==> config.mk <==
export PLATFORM = sky130hd
export DESIGN_NAME = orientation_zero_offset_flat
export DESIGN_NICKNAME = d
export VERILOG_FILES = /design/src/sv/ozo_pkg.sv /design/src/sv/ozo_in_if.sv /design/src/sv/ozo_out_if.sv /design/src/sv/ozo_round_avg.sv /design/src/sv/orientation_zero_offset.sv /design/src/flat_wrapper.sv
export SDC_FILE = /design/constraint.sdc
export NUM_CORES = 1
export LEC_CHECK = 0
export ABC_AREA = 1
export BUFFER_PORTS_ARGS = -buffer_cell sky130_fd_sc_hd__clkbuf_2
export CORE_MARGIN = 2
export CORE_UTILIZATION = 35
export CTS_CLUSTER_SIZE = 10
export DETAILED_ROUTE_END_ITERATION = 6
export GPL_TIMING_DRIVEN = 0
export HOLD_SLACK_MARGIN = 0.1
export SETUP_SLACK_MARGIN = 0.2
export SYNTH_ARGS = -nofsm -noshare
export SYNTH_HDL_FRONTEND = slang
export SYNTH_HIERARCHICAL = 1
export SYNTH_SLANG_ARGS = --single-unit
==> constraint.sdc <==
create_clock -name clk -period 17.2 [get_ports clk]
set_input_delay 1.72 -clock clk [delete_from_list [all_inputs] [get_ports clk]]
set_output_delay 1.72 -clock clk [all_outputs]
set_load 0.01 [all_outputs]
==> src/sv/ozo_pkg.sv <==
`timescale 1ns / 1ps
// Package for the orientation zero-offset block: angle widths, command codes,
// turn constants and the half-turn wrap function. Depends on nothing.
package ozo_pkg;

    localparam int ANGLE_W     = 14;   // one angle in 1/16 degree
    localparam int PITCH_OUT_W = 15;   // pitch difference
    localparam int WIDE_W      = 16;   // differences and averages before the wrap
    localparam int CMD_W       = 2;

    localparam logic [CMD_W-1:0] CMD_READ    = 2'd0;
    localparam logic [CMD_W-1:0] CMD_CAPTURE = 2'd1;
    localparam logic [CMD_W-1:0] CMD_CLEAR   = 2'd2;

    localparam int HALF_TURN  = 2880;
    localparam int FULL_TURN  = 5760;
    // A 16 bit value lies within six full turns of the +/- half-turn window.
    localparam int WRAP_STEPS = 6;

    typedef logic signed [ANGLE_W-1:0]     angle_t;
    typedef logic signed [WIDE_W-1:0]      wide_t;
    typedef logic signed [PITCH_OUT_W-1:0] pitch_diff_t;
    typedef logic [CMD_W-1:0]              cmd_t;

    typedef struct packed {
        cmd_t   command;
        angle_t heading;
        angle_t roll;
        angle_t pitch;
    } sample_t;

    // Brings a value into [-2880, 2880]. Values above the window come down into
    // (-2880, 2880], values below it come up into [-2880, 2880), so both edges
    // of the window stay as they are. Every candidate is checked in parallel.
    function automatic angle_t wrap_half(input wide_t a);
        int x;
        int c;
        int res;
        x   = int'(a);
        res = x;
        for (int k = 1; k <= WRAP_STEPS; k++)
        begin
            c = x - k * FULL_TURN;
            if (x > HALF_TURN && c <= HALF_TURN && c > -HALF_TURN)
            begin
                res = c;
            end
            c = x + k * FULL_TURN;
            if (x < -HALF_TURN && c >= -HALF_TURN && c < HALF_TURN)
            begin
                res = c;
            end
        end
        return ANGLE_W'(res);
    endfunction

endpackage

==> src/sv/ozo_in_if.sv <==
`timescale 1ns / 1ps
// Sample request channel: valid/ready handshake with one Euler sample and a command.
// Depends on ozo_pkg for the field widths.
interface ozo_in_if;
    logic                               valid;
    logic                               ready;
    logic [ozo_pkg::CMD_W-1:0]          command;
    logic signed [ozo_pkg::ANGLE_W-1:0] heading_in;
    logic signed [ozo_pkg::ANGLE_W-1:0] roll_in;
    logic signed [ozo_pkg::ANGLE_W-1:0] pitch_in;

    modport source (output valid, command, heading_in, roll_in, pitch_in, input ready);
    modport sink   (input valid, command, heading_in, roll_in, pitch_in, output ready);
endinterface

==> src/sv/ozo_out_if.sv <==
`timescale 1ns / 1ps
// Result channel: valid/ready handshake carrying relative angles and zero status.
// Depends on ozo_pkg for the field widths.
interface ozo_out_if;
    logic                                   valid;
    logic                                   ready;
    logic signed [ozo_pkg::ANGLE_W-1:0]     heading_out;
    logic signed [ozo_pkg::ANGLE_W-1:0]     roll_out;
    logic signed [ozo_pkg::PITCH_OUT_W-1:0] pitch_out;
    logic                                   zero_is_valid;
    logic                                   capture_done;

    modport source (output valid, heading_out, roll_out, pitch_out, zero_is_valid,
                    capture_done, input ready);
    modport sink   (input valid, heading_out, roll_out, pitch_out, zero_is_valid,
                    capture_done, output ready);
endinterface

==> src/sv/ozo_round_avg.sv <==
`timescale 1ns / 1ps
// Rounded average of a capture total: floor((total + N/2) / N) by a reciprocal multiply.
// Depends on ozo_pkg for the wide angle type.
module ozo_round_avg #(
    parameter int CAPTURE_COUNT = 32,
    parameter int TOT_W         = 20
) (
    input  logic signed [TOT_W-1:0] total,
    output ozo_pkg::wide_t          avg
);
    import ozo_pkg::*;

    localparam int LOG_N = $clog2(CAPTURE_COUNT);
    // Every total is bounded by N * 2^14 in magnitude; a bias of that size
    // makes the dividend non-negative.
    localparam int BIAS_UNITS = 1 << 14;
    localparam int DIV_W      = 16 + LOG_N;
    localparam int SHIFT      = DIV_W + LOG_N;
    localparam int RECIP_W    = DIV_W + 1;
    localparam int QUOT_W     = 17;
    localparam logic [63:0] BIAS_FULL = 64'(CAPTURE_COUNT / 2)
                                      + 64'(CAPTURE_COUNT) * 64'(BIAS_UNITS);
    localparam logic [63:0] RECIP_FULL = ((64'd1 << SHIFT) + 64'(CAPTURE_COUNT) - 64'd1)
                                       / 64'(CAPTURE_COUNT);

    logic [DIV_W-1:0]         dividend;
    logic [DIV_W+RECIP_W-1:0] product;
    logic [QUOT_W-1:0]        quotient;
    logic [QUOT_W-1:0]        unbiased;

    // The reciprocal is rounded up; with SHIFT = DIV_W + log2(N) the floor of
    // the scaled product is exact for every dividend below 2^DIV_W.
    assign dividend = DIV_W'(total) + BIAS_FULL[DIV_W-1:0];
    assign product  = (DIV_W + RECIP_W)'(dividend) * (DIV_W + RECIP_W)'(RECIP_FULL[RECIP_W-1:0]);
    assign quotient = product[SHIFT +: QUOT_W];
    assign unbiased = quotient - QUOT_W'(BIAS_UNITS);
    assign avg      = unbiased[WIDE_W-1:0];

endmodule

==> src/sv/orientation_zero_offset.sv <==
`timescale 1ns / 1ps
// Top level of the orientation zero-offset block: capture accumulation, averaging
// pipeline and relative-angle output. Depends on ozo_pkg, ozo_in_if, ozo_out_if, ozo_round_avg.
//
//  Port     | Dir | Handshake    | Carries
//  ---------+-----+--------------+--------------------------------------------------
//  samples  | in  | valid/ready  | command, heading_in, roll_in, pitch_in
//  angles   | out | valid/ready  | heading_out, roll_out, pitch_out, zero_is_valid,
//           |     |              | capture_done
//
// Every request gives one result, registered through each stage in turn. A new
// request can be accepted in every cycle unless every stage is full and stalled. The
// three register stages are the capture accumulation, the reciprocal multiply of
// the average, and the offset subtraction with its wrap. Reset clears the capture,
// the zero and all stage valid bits; no clearing pass is needed. Each stage holds
// its item while the one after it is full and stalled, so bubbles are squeezed out
// and a request is still taken while a finished result waits on the output.
module orientation_zero_offset #(
    parameter int CAPTURE_COUNT = 32
) (
    input  logic      clk,
    input  logic      rst_n,
    ozo_in_if.sink    samples,
    ozo_out_if.source angles
);
    import ozo_pkg::*;

    localparam int LOG_N = $clog2(CAPTURE_COUNT);
    localparam int HT_W  = 15 + LOG_N;   // heading and roll totals
    localparam int PT_W  = 14 + LOG_N;   // pitch total
    localparam int CNT_W = $clog2(CAPTURE_COUNT + 1);
    localparam int TERM_W = 15;          // one unwrapped heading or roll term

    // Capture state, updated as each capture or clear request is accepted.
    angle_t                 ref_heading_reg, ref_roll_reg;
    logic signed [HT_W-1:0] heading_total_reg, roll_total_reg;
    logic signed [PT_W-1:0] pitch_total_reg;
    logic [CNT_W-1:0]       samples_taken_reg;

    // The zero in force for results that have left the last stage.
    angle_t offset_heading_reg, offset_roll_reg, offset_pitch_reg;
    logic   offset_valid_reg;

    // Stage one: the request and the totals including it.
    logic                   p1_vld_reg;
    sample_t                p1_item_reg;
    logic                   p1_done_reg;
    logic signed [HT_W-1:0] p1_heading_tot_reg, p1_roll_tot_reg;
    logic signed [PT_W-1:0] p1_pitch_tot_reg;

    // Stage two: the request and the candidate zero.
    logic    p2_vld_reg;
    sample_t p2_item_reg;
    logic    p2_done_reg;
    angle_t  p2_new_heading_reg, p2_new_roll_reg, p2_new_pitch_reg;

    // Output register.
    logic        out_vld_reg;
    angle_t      heading_out_reg, roll_out_reg;
    pitch_diff_t pitch_out_reg;
    logic        applied_out_reg, capture_done_out_reg;

    // Handshake chain.
    logic out_rdy, p2_rdy, p1_rdy;
    logic p2_adv, p1_adv, accept;

    assign out_rdy       = !out_vld_reg || angles.ready;
    assign p2_adv        = p2_vld_reg && out_rdy;
    assign p2_rdy        = !p2_vld_reg || out_rdy;
    assign p1_adv        = p1_vld_reg && p2_rdy;
    assign p1_rdy        = !p1_vld_reg || p2_rdy;
    assign samples.ready = p1_rdy;
    assign accept        = samples.valid && p1_rdy;

    // ---------------------------------------------------------------------
    // Accumulation. The first capture sample becomes the reference, and every
    // sample is unwrapped to within a half turn of it before it is summed.
    // ---------------------------------------------------------------------
    sample_t                in_item;
    logic                   first_sample;
    angle_t                 ref_heading_use, ref_roll_use;
    logic signed [TERM_W-1:0] heading_term, roll_term;
    logic signed [HT_W-1:0] heading_total_next, roll_total_next;
    logic signed [PT_W-1:0] pitch_total_next;
    logic [CNT_W-1:0]       count_inc;
    logic                   capture_done_next;

    assign in_item.command = samples.command;
    assign in_item.heading = samples.heading_in;
    assign in_item.roll    = samples.roll_in;
    assign in_item.pitch   = samples.pitch_in;

    assign first_sample    = samples_taken_reg == '0;
    assign ref_heading_use = first_sample ? in_item.heading : ref_heading_reg;
    assign ref_roll_use    = first_sample ? in_item.roll : ref_roll_reg;

    assign heading_term = TERM_W'(ref_heading_use)
                        + TERM_W'(wrap_half(WIDE_W'(in_item.heading) - WIDE_W'(ref_heading_use)));
    assign roll_term    = TERM_W'(ref_roll_use)
                        + TERM_W'(wrap_half(WIDE_W'(in_item.roll) - WIDE_W'(ref_roll_use)));

    assign heading_total_next = heading_total_reg + HT_W'(heading_term);
    assign roll_total_next    = roll_total_reg + HT_W'(roll_term);
    assign pitch_total_next   = pitch_total_reg + PT_W'(in_item.pitch);
    assign count_inc          = samples_taken_reg + CNT_W'(1);
    assign capture_done_next  = (in_item.command == CMD_CAPTURE)
                             && (count_inc == CNT_W'(CAPTURE_COUNT));

    always_ff @(posedge clk or negedge rst_n)
    begin
        if (!rst_n)
        begin
            ref_heading_reg   <= '0;
            ref_roll_reg      <= '0;
            heading_total_reg <= '0;
            roll_total_reg    <= '0;
            pitch_total_reg   <= '0;
            samples_taken_reg <= '0;
        end
        else if (accept)
        begin
            case (in_item.command)
                CMD_CLEAR:
                begin
                    ref_heading_reg   <= '0;
                    ref_roll_reg      <= '0;
                    heading_total_reg <= '0;
                    roll_total_reg    <= '0;
                    pitch_total_reg   <= '0;
                    samples_taken_reg <= '0;
                end
                CMD_CAPTURE:
                begin
                    if (capture_done_next)
                    begin
                        ref_heading_reg   <= '0;
                        ref_roll_reg      <= '0;
                        heading_total_reg <= '0;
                        roll_total_reg    <= '0;
                        pitch_total_reg   <= '0;
                        samples_taken_reg <= '0;
                    end
                    else
                    begin
                        ref_heading_reg   <= ref_heading_use;
                        ref_roll_reg      <= ref_roll_use;
                        heading_total_reg <= heading_total_next;
                        roll_total_reg    <= roll_total_next;
                        pitch_total_reg   <= pitch_total_next;
                        samples_taken_reg <= count_inc;
                    end
                end
                default:
                begin
                    // Reads, including the unused code, leave the capture alone.
                end
            endcase
        end
    end

    always_ff @(posedge clk or negedge rst_n)
    begin
        if (!rst_n)
        begin
            p1_vld_reg <= 1'b0;
        end
        else if (accept)
        begin
            p1_vld_reg <= 1'b1;
        end
        else if (p1_adv)
        begin
            p1_vld_reg <= 1'b0;
        end
    end

    always_ff @(posedge clk)
    begin
        if (accept)
        begin
            p1_item_reg        <= in_item;
            p1_done_reg        <= capture_done_next;
            p1_heading_tot_reg <= heading_total_next;
            p1_roll_tot_reg    <= roll_total_next;
            p1_pitch_tot_reg   <= pitch_total_next;
        end
    end

    // ---------------------------------------------------------------------
    // Averaging. Only a completing capture uses the result, but the divide
    // runs on every item so the stage has no control of its own.
    // ---------------------------------------------------------------------
    wide_t avg_heading, avg_roll, avg_pitch;

    ozo_round_avg #(
        .CAPTURE_COUNT (CAPTURE_COUNT),
        .TOT_W         (HT_W)
    ) u_avg_heading (
        .total (p1_heading_tot_reg),
        .avg   (avg_heading)
    );

    ozo_round_avg #(
        .CAPTURE_COUNT (CAPTURE_COUNT),
        .TOT_W         (HT_W)
    ) u_avg_roll (
        .total (p1_roll_tot_reg),
        .avg   (avg_roll)
    );

    ozo_round_avg #(
        .CAPTURE_COUNT (CAPTURE_COUNT),
        .TOT_W         (PT_W)
    ) u_avg_pitch (
        .total (p1_pitch_tot_reg),
        .avg   (avg_pitch)
    );

    always_ff @(posedge clk or negedge rst_n)
    begin
        if (!rst_n)
        begin
            p2_vld_reg <= 1'b0;
        end
        else if (p1_adv)
        begin
            p2_vld_reg <= 1'b1;
        end
        else if (p2_adv)
        begin
            p2_vld_reg <= 1'b0;
        end
    end

    // The pitch average of 14 bit samples always fits 14 bits.
    always_ff @(posedge clk)
    begin
        if (p1_adv)
        begin
            p2_item_reg        <= p1_item_reg;
            p2_done_reg        <= p1_done_reg;
            p2_new_heading_reg <= wrap_half(avg_heading);
            p2_new_roll_reg    <= wrap_half(avg_roll);
            p2_new_pitch_reg   <= avg_pitch[ANGLE_W-1:0];
        end
    end

    // ---------------------------------------------------------------------
    // Output. The zero in force for this item is the stored one, unless the
    // item itself clears it or completes a new one.
    // ---------------------------------------------------------------------
    logic        eff_valid;
    angle_t      eff_heading, eff_roll, eff_pitch;
    angle_t      heading_rel, roll_rel;
    pitch_diff_t pitch_rel;
    logic        p2_is_clear;

    assign p2_is_clear = p2_item_reg.command == CMD_CLEAR;
    assign eff_valid   = p2_is_clear ? 1'b0 : (p2_done_reg ? 1'b1 : offset_valid_reg);
    assign eff_heading = p2_done_reg ? p2_new_heading_reg : offset_heading_reg;
    assign eff_roll    = p2_done_reg ? p2_new_roll_reg : offset_roll_reg;
    assign eff_pitch   = p2_done_reg ? p2_new_pitch_reg : offset_pitch_reg;

    assign heading_rel = eff_valid
                       ? wrap_half(WIDE_W'(p2_item_reg.heading) - WIDE_W'(eff_heading))
                       : p2_item_reg.heading;
    assign roll_rel    = eff_valid
                       ? wrap_half(WIDE_W'(p2_item_reg.roll) - WIDE_W'(eff_roll))
                       : p2_item_reg.roll;
    assign pitch_rel   = eff_valid
                       ? PITCH_OUT_W'(p2_item_reg.pitch) - PITCH_OUT_W'(eff_pitch)
                       : PITCH_OUT_W'(p2_item_reg.pitch);

    always_ff @(posedge clk or negedge rst_n)
    begin
        if (!rst_n)
        begin
            offset_heading_reg <= '0;
            offset_roll_reg    <= '0;
            offset_pitch_reg   <= '0;
            offset_valid_reg   <= 1'b0;
        end
        else if (p2_adv)
        begin
            if (p2_is_clear)
            begin
                offset_heading_reg <= '0;
                offset_roll_reg    <= '0;
                offset_pitch_reg   <= '0;
                offset_valid_reg   <= 1'b0;
            end
            else if (p2_done_reg)
            begin
                offset_heading_reg <= p2_new_heading_reg;
                offset_roll_reg    <= p2_new_roll_reg;
                offset_pitch_reg   <= p2_new_pitch_reg;
                offset_valid_reg   <= 1'b1;
            end
        end
    end

    always_ff @(posedge clk or negedge rst_n)
    begin
        if (!rst_n)
        begin
            out_vld_reg <= 1'b0;
        end
        else if (p2_adv)
        begin
            out_vld_reg <= 1'b1;
        end
        else if (angles.ready)
        begin
            out_vld_reg <= 1'b0;
        end
    end

    always_ff @(posedge clk)
    begin
        if (p2_adv)
        begin
            heading_out_reg      <= heading_rel;
            roll_out_reg         <= roll_rel;
            pitch_out_reg        <= pitch_rel;
            applied_out_reg      <= eff_valid;
            capture_done_out_reg <= p2_done_reg;
        end
    end

    assign angles.valid         = out_vld_reg;
    assign angles.heading_out   = heading_out_reg;
    assign angles.roll_out      = roll_out_reg;
    assign angles.pitch_out     = pitch_out_reg;
    assign angles.zero_is_valid = applied_out_reg;
    assign angles.capture_done  = capture_done_out_reg;

    // ---------------------------------------------------------------------
    // Assertions.
    // ---------------------------------------------------------------------

    // The capture count wraps to zero on the completing sample.
    a_count_range: assert property (@(posedge clk) disable iff (!rst_n)
        samples_taken_reg < CNT_W'(CAPTURE_COUNT))
        else $error("capture count reached the sample limit");

    // A result that completes a capture always applies the new zero.
    a_done_has_zero: assert property (@(posedge clk) disable iff (!rst_n)
        angles.valid && angles.capture_done |-> angles.zero_is_valid)
        else $error("capture completed without a valid zero");

    // A clear leaving the last stage drops the stored zero.
    a_clear_drops_zero: assert property (@(posedge clk) disable iff (!rst_n)
        p2_adv && p2_is_clear |=> !offset_valid_reg)
        else $error("zero still valid after a clear");

    // Relative heading is inside the half-turn window whenever a zero is applied.
    a_heading_wrapped: assert property (@(posedge clk) disable iff (!rst_n)
        angles.valid && angles.zero_is_valid
        |-> (angles.heading_out <= ANGLE_W'(HALF_TURN))
            && (angles.heading_out >= -ANGLE_W'(HALF_TURN)))
        else $error("relative heading outside the half-turn window");

endmodule
==> src/flat_wrapper.sv <==
// flat-port wrapper written by rule: the top's interface ports become plain ports
module orientation_zero_offset_flat import ozo_pkg::*;
#(
    parameter int CAPTURE_COUNT = 32
)
  (clk, rst_n, samples_valid, samples_command, samples_heading_in, samples_roll_in, samples_pitch_in, samples_ready, angles_valid, angles_heading_out, angles_roll_out, angles_pitch_out, angles_zero_is_valid, angles_capture_done, angles_ready);
  ozo_in_if samples_i ();
  ozo_out_if angles_i ();
  input  logic clk;
  input  logic rst_n;
  input wire logic [$bits(samples_i.valid)-1:0] samples_valid;
  input wire logic [$bits(samples_i.command)-1:0] samples_command;
  input wire logic [$bits(samples_i.heading_in)-1:0] samples_heading_in;
  input wire logic [$bits(samples_i.roll_in)-1:0] samples_roll_in;
  input wire logic [$bits(samples_i.pitch_in)-1:0] samples_pitch_in;
  output wire logic [$bits(samples_i.ready)-1:0] samples_ready;
  output wire logic [$bits(angles_i.valid)-1:0] angles_valid;
  output wire logic [$bits(angles_i.heading_out)-1:0] angles_heading_out;
  output wire logic [$bits(angles_i.roll_out)-1:0] angles_roll_out;
  output wire logic [$bits(angles_i.pitch_out)-1:0] angles_pitch_out;
  output wire logic [$bits(angles_i.zero_is_valid)-1:0] angles_zero_is_valid;
  output wire logic [$bits(angles_i.capture_done)-1:0] angles_capture_done;
  input wire logic [$bits(angles_i.ready)-1:0] angles_ready;
  assign samples_i.valid = samples_valid;
  assign samples_i.command = samples_command;
  assign samples_i.heading_in = samples_heading_in;
  assign samples_i.roll_in = samples_roll_in;
  assign samples_i.pitch_in = samples_pitch_in;
  assign samples_ready = samples_i.ready;
  assign angles_valid = angles_i.valid;
  assign angles_heading_out = angles_i.heading_out;
  assign angles_roll_out = angles_i.roll_out;
  assign angles_pitch_out = angles_i.pitch_out;
  assign angles_zero_is_valid = angles_i.zero_is_valid;
  assign angles_capture_done = angles_i.capture_done;
  assign angles_i.ready = angles_ready;
  orientation_zero_offset #(.CAPTURE_COUNT(CAPTURE_COUNT)) u_core (.clk(clk), .rst_n(rst_n), .samples(samples_i), .angles(angles_i));
endmodule
==> flow_summary.toml, run 1 <==
[run_status]
outcome = "finished, final reports clean"

[clocking]
hold_buffers = 0
cts_resized = 0
cts.htree.levels = 2
cts_tree = "yes"
tritoncts.num_buffers = 43
clk_latency_ns = 0.58
clockBufferDepth = 3
clock-sinks = 363
postCtsSetupBuffers = 0
clk_pin_slew_ns = 0.06
clock-root-buffer = "clkbuf_16"

[route]
drt-pass1-iter-count = 5
drt_iter0_markers = 2905
drc = 0
dr_total_vias = 33870
ant_nets = 0
wl_per_cell_um = 17.67
drt_wl_total_um = 115600
vias_per_cell = 5.177

[yosys]
syn_area_per_cell_um2 = 6.869
synth-warning-count = 6
syn_nets = 5389
syn_area_um2 = 34850
syn_inst = 5074

[global_routing]
grt_pass1_vias = 32433
antenna_found_initial = 2
grt_max_degree = 73
overflow = 0
grtUsageTotal_pct = 22.20
grt_pass1_wl_um = 181600

[worst_setup_path]
worstPathRequired_ns = 17.53
slowest_stage = "clkbuf_1"
max_stage_delay_ns = 0.53
cp-start-kind = "flop"
critPathKind = "reg -> reg"
critical_path_buf_inv_count = 8
cp_common_cell = "nand2_1"
cp_data_arrival_time_ns = 9.59
crit_fanout = 13
end_kind = "flop"
critPathTopFamily = "buffers and inverters"

[floorplanning]
dieHeight_um = 319.6
start_util_pct = 35.36
die_x_um = 319.6
die-area_um2 = 102100
boundaryPins = 95
rows = 115
core_um2 = 98560

[placement]
port_buffers = 94
placed_cells = 6461
post_dp_cell_area_um2 = 37080
gp_congestion = 0.9616
hpwl_um = 92890

[final_layout]
layout.cells.non_filler = 6542
fin_area_um2 = 38360
syn2layout_area_growth_pct = 10.06
nFillCells = 10467
layout_commonest_cell = "nand2_1"
final_nets = 5534
drive_above_1_share_pct = 7.233
final_cell_mix = "1465 x nand2_1, 735 x inv_1, 360 x o21ai_0"

[timing]
fin_tns_setup_ns = 0
rsz0062_at_grt = "no"
setup_violations = 0
clock.fmax_ghz = 0.1080
period_share_pct = 53.83
slew_violations = 0
period_minus_slack_ns = 9.259
worst_pin_slew_ns = 1.382
fin_skew_ns = 0.02022
max-slew-margin-rel_pct = 7.200
final_hold_viol_count = 0

[run]
drv_cap = 0

[hold_path]
hold_class = "reg -> reg"
## through the flow
stage	setup slack (ns)	util, %	hold slack (ns)
detailed placement	7.838	37.62	0.4045
CTS	8.063	38.92	0.4169
finish	7.941	38.92	0.4161
global route	7.228	38.92	0.4251
global placement	7.452	37.47	0.4034
floorplan	9.445	-	0.4003
## metal layers
metal	vias up	global-route usage (%)	part of all wire, %
met1	15793	30.80	46
met5	-	0	0
met2	1011	36.60	46
li1	16899	-	-
met3	167	2.406	5.9
met4	0	5.933	2.5
## worst paths after layout
kind / to / from / depth (start not counted) / slack [ns]
max reg2reg: u_core/p1_heading_tot_reg[18] / u_core/samples_taken_reg[0] / 41 / 7.94
min: u_core/p2_item_reg[24] / u_core/p1_item_reg[24] / 0 / 0.42
max in group asynchronous: u_core/offset_heading_reg[0] / rst_n / 2 / 15.25
min in group asynchronous: u_core/ref_heading_reg[3] / rst_n / 1 / 1.15
min reg2reg: u_core/p2_item_reg[24] / u_core/p1_item_reg[24] / 0 / 0.42
max: u_core/p1_heading_tot_reg[18] / u_core/samples_taken_reg[0] / 41 / 7.94
## area by class of cell
type,instances,area [µm²],area share (%)
multi-input combinational,3823,21160,55.17
sequential,363,10200,26.60
inverter,772,2905,7.574
tap,1287,1610,4.198
clock buffer,74,1212,3.161
timing repair buffer,100,600.6,1.566
buffer,116,595.6,1.553
clock inverter,6,66.31,0.1729
antenna,1,2.502,0.006524
Power of run 1 is left out: the tool's default activity adds up to more than one toggle a clock period on the data nets, which glitch-free logic cannot reach.
==> run 2: changes to the inputs <==
==> constraint.sdc (replaced) <==
create_clock -name clk -period 7.6 [get_ports clk]
set_input_delay 0.76 -clock clk [delete_from_list [all_inputs] [get_ports clk]]
set_output_delay 0.76 -clock clk [all_outputs]
set_load 0.01 [all_outputs]
==> run 2 against run 1 <==
  * Sequential cell count did not move
  * Critical path depth rose by 2
  * Sequential share of layout area fell by 1.0 points
  * Count of clock-buffer cells in the layout stayed put
  * Register-to-register slack worse by 7.5 ns
  * Core utilization up 1.6 points
  * Via count increased by 1.8%
  * Global-route usage rose by 0.16 points
  * Cell count is 1.0% higher
  * Hold slack lost 0.21 ns
  * Die area did not move
==> flow_summary.toml, run 2 (synthesis results as in run 1) <==
[run_status]
outcome = "finished, final reports clean"

[worst_setup_path]
cp-start-kind = "flop"
r2r-start = "u_core/samples_taken_reg[5]"
r2r_setup_slack_ns = 0.45
reg2regPathDepth = 43
critPathKind = "reg -> reg"
r2r_end = "u_core/p1_heading_tot_reg[18]"
slowest_stage = "fa_1"
crit_fanout = 10
critical_path_buf_inv_count = 7
end_kind = "flop"
cp_data_arrival_time_ns = 7.48
max_stage_delay_ns = 0.48
critPathTopFamily = "simple AND/OR/NAND/NOR gates"
worstSetupStartpoint = "u_core/samples_taken_reg[5]"
cp.depth = 43
endpoint = "u_core/p1_heading_tot_reg[18]"
worstPathRequired_ns = 7.93
cp_common_cell = "nand2_2"

[clocking]
hold_buffers = 0
tritoncts.num_buffers = 43
clk_latency_ns = 0.58
clk_pin_slew_ns = 0.06
clock-sinks = 363
cts.htree.levels = 2
cts_tree = "yes"
clockBufferDepth = 3
clock-root-buffer = "clkbuf_16"

[placement]
preCtsSetupSlack_ns = -1.500
hpwl_um = 92890
gp_congestion = 0.9616
port_buffers = 94

[global_routing]
grt_pass1_vias = 32697
grtUsageTotal_pct = 22.35
grt_pass1_wl_um = 183000
antenna_found_initial = 2
grt_max_degree = 73
overflow = 0

[final_layout]
nFillCells = 10343
final_cell_mix = "1443 x nand2_1, 720 x inv_1, 342 x nor2_1"
syn2layout_area_growth_pct = 14.57
final_nets = 5600
fin_util_pct = 40.51
layout_commonest_cell = "nand2_1"
drive_above_1_share_pct = 11.33

[route]
drt_iter0_markers = 2873
ant_nets = 0
dr_total_vias = 34479
drt_wl_total_um = 117700
drt-pass1-iter-count = 6
drc = 0
vias_per_cell = 5.218
wl_per_cell_um = 17.81

[floorplanning]
rows = 115
dieHeight_um = 319.6
die-area_um2 = 102100
die_x_um = 319.6
core_um2 = 98560
start_util_pct = 35.36
boundaryPins = 95

[run]
drv_cap = 0

[timing]
rsz0062_at_grt = "yes"
final_hold_viol_count = 0
fin_skew_ns = 0.01975
worst_pin_slew_ns = 1.393
clock.fmax_ghz = 0.1398
setup_violations = 0
slew_violations = 0
max-slew-margin-rel_pct = 6.460
setup_ws_ns = 0.4481
period_share_pct = 94.10
period_minus_slack_ns = 7.152

[hold_path]
hold_class = "in -> async"
==> run 2: cell count changes in the layout (fill, tap and decap cells not counted), moves of 13 or more <==
| cell | delta |
|---|---|
| o21ai_2 | +18 |
| nand2_1 | -22 |
| o21ai_0 | -41 |
| ha_1 | -33 |
| inv_1 | -15 |
| ha_4 | +26 |
| buf_4 | +64 |
| nand2_2 | +15 |
| nand3_1 | -13 |
| o21ai_4 | +13 |
==> run 2: area by class of cell <==
type | count | area [µm²] | share of cell area, %
Antenna cell | 1 | 2.502 | 0.006267
Multi-Input combinational cell | 3823 | 22110 | 55.37
Inverter | 772 | 2928 | 7.332
Clock inverter | 6 | 66.31 | 0.1661
Buffer | 116 | 669.4 | 1.676
Clock buffer | 74 | 1212 | 3.036
Sequential cell | 363 | 10200 | 25.56
Tap cell | 1287 | 1610 | 4.033
Timing Repair Buffer | 166 | 1129 | 2.826
==> run 2: worst min-delay path by stage <==
| stage | depth (start not counted) | end | start |
|---|---|---|---|
| final | 1 | u_core/ref_heading_reg[1] | rst_n |
| after CTS | 1 | u_core/ref_heading_reg[2] | rst_n |
| after floorplan | 0 | u_core/p2_done_reg | u_core/p1_done_reg |
| after global routing | 1 | u_core/ref_heading_reg[3] | rst_n |
| after detailed placement | 0 | u_core/p2_item_reg[22] | u_core/p1_item_reg[22] |
| after global placement | 0 | u_core/p2_item_reg[0] | u_core/p1_item_reg[0] |
==> run 2: layer usage <==
layer  share of wire [%]  vias to the layer above  GRT usage, %
met4                 2.7                        0         6.080
met2                  46                     1065         36.99
met1                  46                    16198         30.83
met3                 5.6                      195         2.501
met5                   0                        -             0
li1                    -                    17021             -
==> run 2: repair_timing <==
action                                 CTS  global route
resized for setup                      104           165
buffers inserted                        23            42
gates cloned                             1             0
endpoints found under the hold margin    0             0
setup endpoints to repair               48            35
pin swaps                               15            48
==> run 2: metrics by stage <==
stage               area (µm²)  TNS (ns)  std cells  hold WS (ns)
global placement         36930    -30.73       6455        0.4034
floorplan                34850         0       5074        0.4003
detailed placement       37080    -34.92       6461        0.4045
CTS                      38900         0       6565        0.2055
finish                   39930         0       6608        0.2078
global route             39930         0       6607        0.2334
==> run 2: worst register-to-register path: cells and delay by family (launching register included) <==
kind / cells / cell delay [ns]
buffers and inverters: 7 / 0.76
XOR/XNOR: 3 / 0.69
AND/OR/NAND/NOR: 17 / 1.86
adder cells (fa/ha/maj): 5 / 1.54
flip-flops: 1 / 0.40
AO/OA/AOI/OAI: 11 / 1.65
Power of run 2 is left out for the same reason.
